--- config.mk ---
export PLATFORM = sky130hd
export DESIGN_NAME = htm_id_level_and_decimal_convert_top
export DESIGN_NICKNAME = d
export VERILOG_FILES = /design/src/sv/htmc_pkg.sv /design/src/sv/htmc_dabble_stage.sv /design/src/sv/htm_id_level_and_decimal_convert_top.sv
export SDC_FILE = /design/constraint.sdc
export NUM_CORES = 2
export LEC_CHECK = 0
export BUFFER_PORTS_ARGS = -buffer_cell sky130_fd_sc_hd__buf_2
export CAP_MARGIN = 20
export CELL_PAD_IN_SITES_DETAIL_PLACEMENT = 0
export CELL_PAD_IN_SITES_GLOBAL_PLACEMENT = 1
export CORE_MARGIN = 4
export CORE_UTILIZATION = 40
export DETAILED_ROUTE_END_ITERATION = 10
export GPL_TIMING_DRIVEN = 0
export PLACE_DENSITY = 0.73
export SYNTH_ARGS = -nofsm -noshare
export SYNTH_HDL_FRONTEND = slang
export SYNTH_SLANG_ARGS = --single-unit
--- constraint.sdc ---
create_clock -name clock -period 27.9 [get_ports clock]
set_input_delay 5.58 -clock clock [delete_from_list [all_inputs] [get_ports clock]]
set_output_delay 5.58 -clock clock [all_outputs]
set_load 0.03 [all_outputs]
--- src/sv/htmc_pkg.sv ---
// Shared types, constants and a helper function for the trixel ID converter.
package htmc_pkg;

   localparam int MAX_LEVEL     = 24;
   localparam int DEC_MAX_LEVEL = 17;
   localparam int BCD_DIGITS    = 20;
   localparam int DEC_TERMS     = DEC_MAX_LEVEL + 2;
   localparam int STEPS_PER_STG = 8;
   localparam int DABBLE_STAGES = 64 / STEPS_PER_STG;

   localparam logic OP_BIN_TO_DEC = 1'b0;
   localparam logic OP_DEC_TO_BIN = 1'b1;

   localparam logic [63:0] POW10 [0:18] = '{
      64'd1, 64'd10, 64'd100, 64'd1000, 64'd10000, 64'd100000, 64'd1000000,
      64'd10000000, 64'd100000000, 64'd1000000000, 64'd10000000000,
      64'd100000000000, 64'd1000000000000, 64'd10000000000000,
      64'd100000000000000, 64'd1000000000000000, 64'd10000000000000000,
      64'd100000000000000000, 64'd1000000000000000000
   };

   typedef struct packed {
      logic        opcode;
      logic [63:0] value;
   } req_type;

   typedef struct packed {
      logic [63:0] result;
      logic [4:0]  level;
      logic        invalid;
      logic        digit_warning;
   } rsp_type;

   typedef struct packed {
      logic                       op;
      logic [63:0]                value;
      logic [63:0]                sh;
      logic [4*BCD_DIGITS-1:0]    bcd;
      logic [5:0]                 top;
      logic [4:0]                 lvl;
      logic                       ok;
      logic [4:0][63:0]           psum;
      logic [63:0]                sum;
   } pipe_type;

   function automatic pipe_type dabble_step(input pipe_type p);
      pipe_type                q;
      logic [4*BCD_DIGITS-1:0] b;
      q = p;
      b = p.bcd;
      for (int j = 0; j < BCD_DIGITS; j++) begin
         if (b[4*j +: 4] >= 4'd5) begin
            b[4*j +: 4] = b[4*j +: 4] + 4'd3;
         end
      end
      q.bcd = {b[4*BCD_DIGITS-2:0], p.sh[63]};
      q.sh  = {p.sh[62:0], 1'b0};
      return q;
   endfunction

endpackage

--- src/sv/htmc_dabble_stage.sv ---
// One pipeline stage that runs eight shift-and-add-3 steps of the binary to BCD conversion.
module htmc_dabble_stage import htmc_pkg::*; (
   input  logic     clock,
   input  logic     reset,
   input  logic     in_valid,
   output logic     in_ready,
   input  pipe_type in_data,
   output logic     out_valid,
   input  logic     out_ready,
   output pipe_type out_data
);

   logic     valid_ff;
   pipe_type data_ff;
   pipe_type data_in;

   assign in_ready  = !valid_ff || out_ready;
   assign out_valid = valid_ff;
   assign out_data  = data_ff;

   always_comb begin
      data_in = in_data;
      for (int s = 0; s < STEPS_PER_STG; s++) begin
         data_in = dabble_step(data_in);
      end
   end

   always_ff @(posedge clock) begin
      if (reset) begin
         valid_ff <= 1'b0;
      end else if (in_ready) begin
         valid_ff <= in_valid;
      end
   end

   always_ff @(posedge clock) begin
      if (in_ready && in_valid) begin
         data_ff <= data_in;
      end
   end

endmodule

--- src/sv/htm_id_level_and_decimal_convert_top.sv ---
// Top level of the trixel ID converter between binary and decimal forms.
//
// Requests arrive on req_valid/req_stall/req_data; a transfer happens on a
// clock edge where req_valid is high and req_stall is low. Opcode 0 turns a
// binary trixel ID into its level and decimal form; opcode 1 turns a decimal
// form back into a binary ID.
// Results leave on rsp_valid/rsp_stall/rsp_data with one result per request,
// in request order.
// The pipeline has nine register stages: eight stages of eight BCD steps each
// carry the 64-bit binary to BCD conversion, and a final stage forms the
// result.
// Throughput is one request per cycle while the receiver does not stall.
// When rsp_stall is high the result holds, stages fill up behind it one by
// one, and req_stall rises once every stage is occupied.
// Synchronous reset empties every stage; no result is pending afterwards.
module htm_id_level_and_decimal_convert_top import htmc_pkg::*; (
   input  logic    clock,
   input  logic    reset,
   input  logic    req_valid,
   output logic    req_stall,
   input  req_type req_data,
   output logic    rsp_valid,
   input  logic    rsp_stall,
   output rsp_type rsp_data
);

   pipe_type st_in  [DABBLE_STAGES];
   pipe_type st_out [DABBLE_STAGES];
   logic     v_in   [DABBLE_STAGES];
   logic     v_out  [DABBLE_STAGES];
   logic     r_in   [DABBLE_STAGES];
   logic     r_out  [DABBLE_STAGES];

   logic     fin_valid_ff;
   rsp_type  fin_data_ff;
   rsp_type  fin_data_in;
   logic     fin_ready;

   for (genvar g = 0; g < DABBLE_STAGES; g++) begin : g_stage
      htmc_dabble_stage u_stage (
         .clock     (clock),
         .reset     (reset),
         .in_valid  (v_in[g]),
         .in_ready  (r_in[g]),
         .in_data   (st_in[g]),
         .out_valid (v_out[g]),
         .out_ready (r_out[g]),
         .out_data  (st_out[g])
      );
   end

   assign fin_ready = !fin_valid_ff || !rsp_stall;
   assign req_stall = !r_in[0];
   assign rsp_valid = fin_valid_ff;
   assign rsp_data  = fin_data_ff;

   always_comb begin
      v_in[0] = req_valid;
      for (int i = 0; i < DABBLE_STAGES - 1; i++) begin
         v_in[i+1] = v_out[i];
         r_out[i]  = r_in[i+1];
      end
      r_out[DABBLE_STAGES-1] = fin_ready;
   end

   always_comb begin
      logic [1:0]  d;
      logic [63:0] term;
      pipe_type    p;

      p        = '0;
      p.op     = req_data.opcode;
      p.value  = req_data.value;
      p.sh     = req_data.value;
      for (int i = 0; i < 64; i++) begin
         if (req_data.value[i]) begin
            p.top = 6'(i);
         end
      end
      st_in[0] = p;

      p     = st_out[0];
      p.lvl = 5'((p.top - 6'd3) >> 1);
      p.ok  = (p.value >= 64'd8) && !p.value[63] && p.top[0]
              && (p.top <= 6'(2 * MAX_LEVEL + 3));
      p.psum = '0;
      for (int k = 0; k < DEC_TERMS; k++) begin
         d = p.value[2*k +: 2];
         if (5'(k) == p.lvl + 5'd1) begin
            d = d - 2'd1;
         end
         term = 64'(d) * POW10[k];
         p.psum[k >> 2] = p.psum[k >> 2] + term;
      end
      st_in[1] = p;

      p         = st_out[1];
      p.psum[0] = st_out[1].psum[0] + st_out[1].psum[1] + st_out[1].psum[2];
      p.psum[1] = st_out[1].psum[3] + st_out[1].psum[4];
      st_in[2]  = p;

      p        = st_out[2];
      p.sum    = st_out[2].psum[0] + st_out[2].psum[1];
      st_in[3] = p;

      for (int i = 4; i < DABBLE_STAGES; i++) begin
         st_in[i] = st_out[i-1];
      end
   end

   always_comb begin
      pipe_type    p;
      logic        dec_ok;
      logic [4:0]  n;
      logic [3:0]  lead_d;
      logic [3:0]  lead;
      logic [63:0] low;
      logic        warn;

      p      = st_out[DABBLE_STAGES-1];
      dec_ok = p.ok && (p.lvl <= 5'(DEC_MAX_LEVEL));
      n      = '0;
      low    = '0;
      warn   = 1'b0;
      for (int k = 0; k < BCD_DIGITS; k++) begin
         if (p.bcd[4*k +: 4] != 4'd0) begin
            n = 5'(k);
         end
      end
      for (int k = 0; k < BCD_DIGITS; k++) begin
         if (5'(k) < n) begin
            low[2*k +: 2] = p.bcd[4*k +: 2];
            if (p.bcd[4*k +: 4] > 4'd3) begin
               warn = 1'b1;
            end
         end
      end
      lead_d = p.bcd[{n, 2'b00} +: 4];
      lead   = {1'b0, lead_d[2:0]} + 4'd1;

      fin_data_in = '0;
      case (p.op)
         OP_BIN_TO_DEC: begin
            fin_data_in.result  = dec_ok ? p.sum : 64'd0;
            fin_data_in.level   = p.ok ? p.lvl : 5'd0;
            fin_data_in.invalid = !dec_ok;
         end
         OP_DEC_TO_BIN: begin
            fin_data_in.result        = (64'(lead) << {n, 1'b0}) | low;
            fin_data_in.digit_warning = warn;
         end
         default: begin
            fin_data_in = '0;
         end
      endcase
   end

   always_ff @(posedge clock) begin
      if (reset) begin
         fin_valid_ff <= 1'b0;
      end else if (fin_ready) begin
         fin_valid_ff <= v_out[DABBLE_STAGES-1];
      end
   end

   always_ff @(posedge clock) begin
      if (fin_ready && v_out[DABBLE_STAGES-1]) begin
         fin_data_ff <= fin_data_in;
      end
   end

endmodule

* Word-level counts from Yosys, hierarchy flattened
Cells that the tools add are included. Widths: inputs -> output; s select.
Storage, ports and cells: register bits after elaboration 1760
Operators by class: reduce and logical (&&, ||, !) cells 61, eq/ne operators 18, shift-type cells 2, $lt $le $gt $ge 1113, multipliers 18, muxes and demuxes 1232, bitwise operators 3, add/subtract/negate cells 1110
Operators with widths (count):
- $ge 4x3->1 const B | 1050
- $mux 4 | 1032
- $add 4x2->4 const B | 1007
- $add 64x64->64 | 4
- $mux 6 | 30
- $mux 5 | 34
- $mux 3 | 48
- $add 3x2->3 const B | 43
- $pmux 64 s2 | 1
- $mux 2 | 41
- $gt 4x2->1 const B | 20
- $shiftx 80x8->3 | 1
- $reduce_bool 4->1 | 19
- $ge 64x4->1 const B | 1
- $mux 64 | 1
- $or 64x40->64 | 1
- $shl 4x6->64 | 1
- $add 60x62->63 | 1
- $add 56x59->60 | 1
- $add 1x2->3 const B | 18
- $ge 1x3->1 const B | 18
- $add 50x52->53 | 1
- $add 47x49->50 | 1
- $add 42x46->47 | 1
- other kinds (56) | 182

* Logic depth before layout (Yosys ltp)
depth after elaboration 62, depth in mapped cells 50, mapped depth without buffers 49

* Hierarchy
A second synthesis with hierarchy kept.
Unflattened totals: cell total of the unflattened synthesis 33464, area total of the unflattened synthesis 337313.5 um^2
By module, submodules not included:
- htmc_dabble_stage | cells each 3759, instances 8, area each 38733.4 um^2
- htm_id_level_and_decimal_convert_top | cells each 3392, instances 1, area each 27446.3 um^2

* Least setup slack after synthesis
OpenSTA, ideal clock, no wires.
kind in2reg, start point input port rsp_stall, end point register g_stage[1].u_stage.data_ff (netlist bit g_stage[1].u_stage.out_data[132]) (enable), data required time 26723 ps, setup slack 3807 ps, path buffers 1, arrival time 22916 ps, stages on the path 6, path through and3_1 > and3_1 > clkbuf_1 > nand3_1 > nor2_1 > a21boi_0
Between the ends: cells in the longest elaborated chain, start to end 10
RTL lines:
- from (decl) | RTL line htm_id_level_and_decimal_convert_top.sv:23 | input logic rsp_stall,
- $logic_not 1->1 | RTL line htm_id_level_and_decimal_convert_top.sv:52 | assign fin_ready = !fin_valid_ff || !rsp_stall;
- $logic_or 1x1->1 | RTL line htm_id_level_and_decimal_convert_top.sv:52
- $logic_or 1x1->1 (7 in a row) | RTL line htmc_dabble_stage.sv:17 | assign in_ready = !valid_ff || out_ready;
- $logic_and 1x1->1 | RTL line htmc_dabble_stage.sv:37 | if (in_ready && in_valid) begin
- to (signal assigned) | RTL line htmc_dabble_stage.sv:38 | data_ff <= data_in;
- to (decl) | RTL line htmc_dabble_stage.sv:14 | pipe_type data_ff;
Every way passes these cells. A chain may end at the register's enable or synchronous reset.

* Final worst setup path
start point input port rsp_stall, end point output port req_stall
Between the ends: cells in the longest elaborated chain, start to end 11
RTL lines:
- $logic_not 1->1 | RTL line htm_id_level_and_decimal_convert_top.sv:52
- $logic_or 1x1->1 | RTL line htm_id_level_and_decimal_convert_top.sv:52
- $logic_or 1x1->1 (8 in a row) | RTL line htmc_dabble_stage.sv:17
- $logic_not 1->1 | RTL line htm_id_level_and_decimal_convert_top.sv:53 | assign req_stall = !r_in[0];
- to (decl) | RTL line htm_id_level_and_decimal_convert_top.sv:20 | output logic req_stall,
Every way passes these cells.

==> results.toml <==
[outcome]
status = "completed"

[clock_tree]
clockBufferDepth = 4
htree_levels = 4
numCtsBuffers = 156
cts_setup_buffers = 0
cts_tree = "built"
clkSinkCount = 1309
clock_latency_ns = 0.84
path_clk_slew_ns = 0.06
cts_resized = 0
cts_hold_buf = 0
root_buffer = "clkbuf_16"

[detailed_routing]
first_iter_violations = 4944
viasPerCell = 5.17
ant_nets = 0
dr.pass1.iters = 7
wire_per_inst_um = 14.3
vias = 101000
post-route-drc-count = 0
wirelength_mm = 279

[floorplan]
die-area_sq_um = 347000
die_x_um = 589
row_count = 213
coreArea_sq_um = 337000
start_util_pct = 40.2
num_io_pins = 142
dieHeight_um = 589

[logic_synthesis]
synth_enable_flop_cells = 1300
synth-main-ff-cell = "edfxtp_1"
syn_area_per_cell_sq_um = 9.34
synth_xor_area_share_pct = 5.60
synth_top_area_share_pct = 28.9
yosys.area_share.simple_pct = 15.2
ys_seq_area_share_pct = 29.0
synth.area.top_cells = "edfxtp_1 (29%), ha_1 (16%), mux2i_1 (6.2%)"
synth_cell_types = 125
netlist_area_sq_um = 135000
async_reset_ff_share_pct = 0
synth_top_family_by_area = "adder cells"
synth_mux_area_share_pct = 10.2
synth_fa_ha_area_share_pct = 17.7
synth.ff_latch_count = 1309
synth_compound_area_share_pct = 17.3
yosysTopAreaCell = "edfxtp_1"
postSynthCellCount = 14500
ys_warn_count = 0
synth_nets = 16400

[place]
routabilityCongestion = 0.889
io_buffers = 140
hpwl_mm = 227

[worst_setup_path]
critPathBufInv = 4
cp.arrival_ns = 7.88
cp-startpoint = "rsp_stall"
path_cells = "buf_2 > and3_1 > and3_1 > clkbuf_1 > nand3_1 > nor2_1 > nand3_1 > inv_1 > buf_2"
critical_path.top_delay_family = "simple AND/OR/NAND/NOR gates"
endpoint_kind = "output pin"
cp-start-kind = "input pin"
crit_path_max_incr_delay_ns = 0.53
crit_type = "input pin to output pin"
r2r-start = "g_stage[5].u_stage.out_data[448]"
crit_required_ns = 22.32
path_max_fanout = 6
crit_path_top_delay_cell = "nor2_1"

[timing]
finalSetupTns_ns = 0
maxSlewViolCount = 0
fmax_ghz = 0.0743
min_period_ns = 13.46
relSlewSlack_pct = 22.8
hold_violations = 0
setup_viol = 0
fin_crit_sh_pct = 48.2
tightest_slew_ns = 1.15
skew_ns = 0.0937
rsz0062_at_grt = "no"

[grt]
antenna_found_initial = 3
grt_pass1_vias = 95700
grt_usage_pct = 15.7
grt_pass1_wl_mm = 469
grt_overflow = 0
grt_max_degree = 39

[worst_hold_path]
hp-start = "g_stage[2].u_stage.out_data[67]"
hp-class = "register to register"

[finish]
areaGrowthSynthToFinish_pct = 9.40
nets = 16700
drive_gt1_share_pct = 8.22

[run]
cap_violations = 0
layer usage:
| layer | track usage [%] | share of wire, % | up-vias | wire length [um] |
|---|---|---|---|---|
| met5 | 0 | 0 | - | 0 |
| met3 | 1.68 | 3.2 | 330 | 9030 |
| met1 | 21.8 | 49 | 46100 | 138000 |
| met2 | 26.3 | 45 | 1087 | 126000 |
| li1 | - | - | 53200 | - |
| met4 | 3.22 | 2.1 | 0 | 5730 |
layout by cell type (no fill, tap or decap), drive strengths merged, types with 174 or more instances in the layout:
master | netlist | routed
and2 | 184 | 184
inv | 1694 | 1702
o21ai | 775 | 775
a21o | 209 | 209
nor2b | 383 | 383
xnor2 | 690 | 690
mux2 | 452 | 452
xor2 | 174 | 174
nand2b | 517 | 517
mux2i | 850 | 850
nor3 | 233 | 233
a21oi | 882 | 882
nand2 | 685 | 685
o21a | 199 | 199
ha | 1728 | 1728
buf | 17 | 218
clkbuf | 63 | 241
edfxtp | 1300 | 1300
nor2 | 854 | 854
nand3 | 226 | 226
sequential cells by signal (all words and copies together), names as in the netlist:
| register | count |
|---|---|
| rsp_data | 71 |
| rsp_valid | 1 |
| g_stage.u_stage.out_valid | 8 |
| g_stage.u_stage.out_data | 1229 |
final timing paths:
| path | end | slack [ns] | cells after the start |
|---|---|---|---|
| max | req_stall | 14.44 | 9 |
| min | g_stage[3].u_stage.out_data[3] | 0.40 | 0 |
| max reg2reg | g_stage[6].u_stage.out_data[466] | 17.71 | 45 |
| min reg2reg | g_stage[3].u_stage.out_data[3] | 0.40 | 0 |
per-stage QoR:
stage	std cells	hold WS, ns	cell area, sq um	worst slack [ns]	utilization, %
CTS	19500	0.386	148000	14.47	43.9
finish	19500	0.399	148000	14.44	43.9
global route	19500	0.402	148000	14.23	43.9
global placement	19100	0.400	142000	-5.32	42.0
detailed placement	19200	0.405	143000	14.47	42.4
floorplan	14500	0.400	135000	3.81	-
Yosys cell counts, types with 61 or more instances:
| library cell | n |
|---|---|
| a211o_1 | 97 |
| a211oi_1 | 144 |
| a21boi_0 | 89 |
| a21o_1 | 208 |
| a21oi_1 | 848 |
| a31oi_1 | 81 |
| and2_1 | 182 |
| and3_1 | 169 |
| clkbuf_1 | 61 |
| edfxtp_1 | 1300 |
| fa_1 | 115 |
| ha_1 | 1728 |
| inv_1 | 1682 |
| mux2_2 | 442 |
| mux2i_1 | 843 |
| nand2_1 | 685 |
| nand2b_1 | 516 |
| nand3_1 | 226 |
| nand4_1 | 93 |
| nor2_1 | 851 |
| nor2b_1 | 383 |
| nor3_1 | 232 |
| nor3b_1 | 130 |
| o211ai_1 | 158 |
| o21a_1 | 198 |
| o21ai_0 | 684 |
| o21ai_1 | 80 |
| o21bai_1 | 94 |
| or2_2 | 92 |
| or3_1 | 81 |
| or4_1 | 70 |
| xnor2_1 | 689 |
| xor2_1 | 174 |
kinds of logic after synthesis:
logic type / after synthesis
flops: 1309
xor+xnor: 864
fa+ha+maj: 1843
compound gates: 3473
simple gates: 3908
buf+inv: 1775
mux: 1306
final cells by class:
cell class	instances	area (sq um)
Inverter	1695	6360
Tap cell	4515	5650
Fill cell	32400	189000
Sequential cell	1309	39200
Clock inverter	102	1070
Timing Repair Buffer	201	1820
Buffer	80	324
Multi-Input combinational cell	11400	89400
Clock buffer	178	4010
Antenna cell	4	10.0
Power is left out: the tool's default activity adds up to more than one toggle a clock period on the data nets, which glitch-free logic cannot reach.
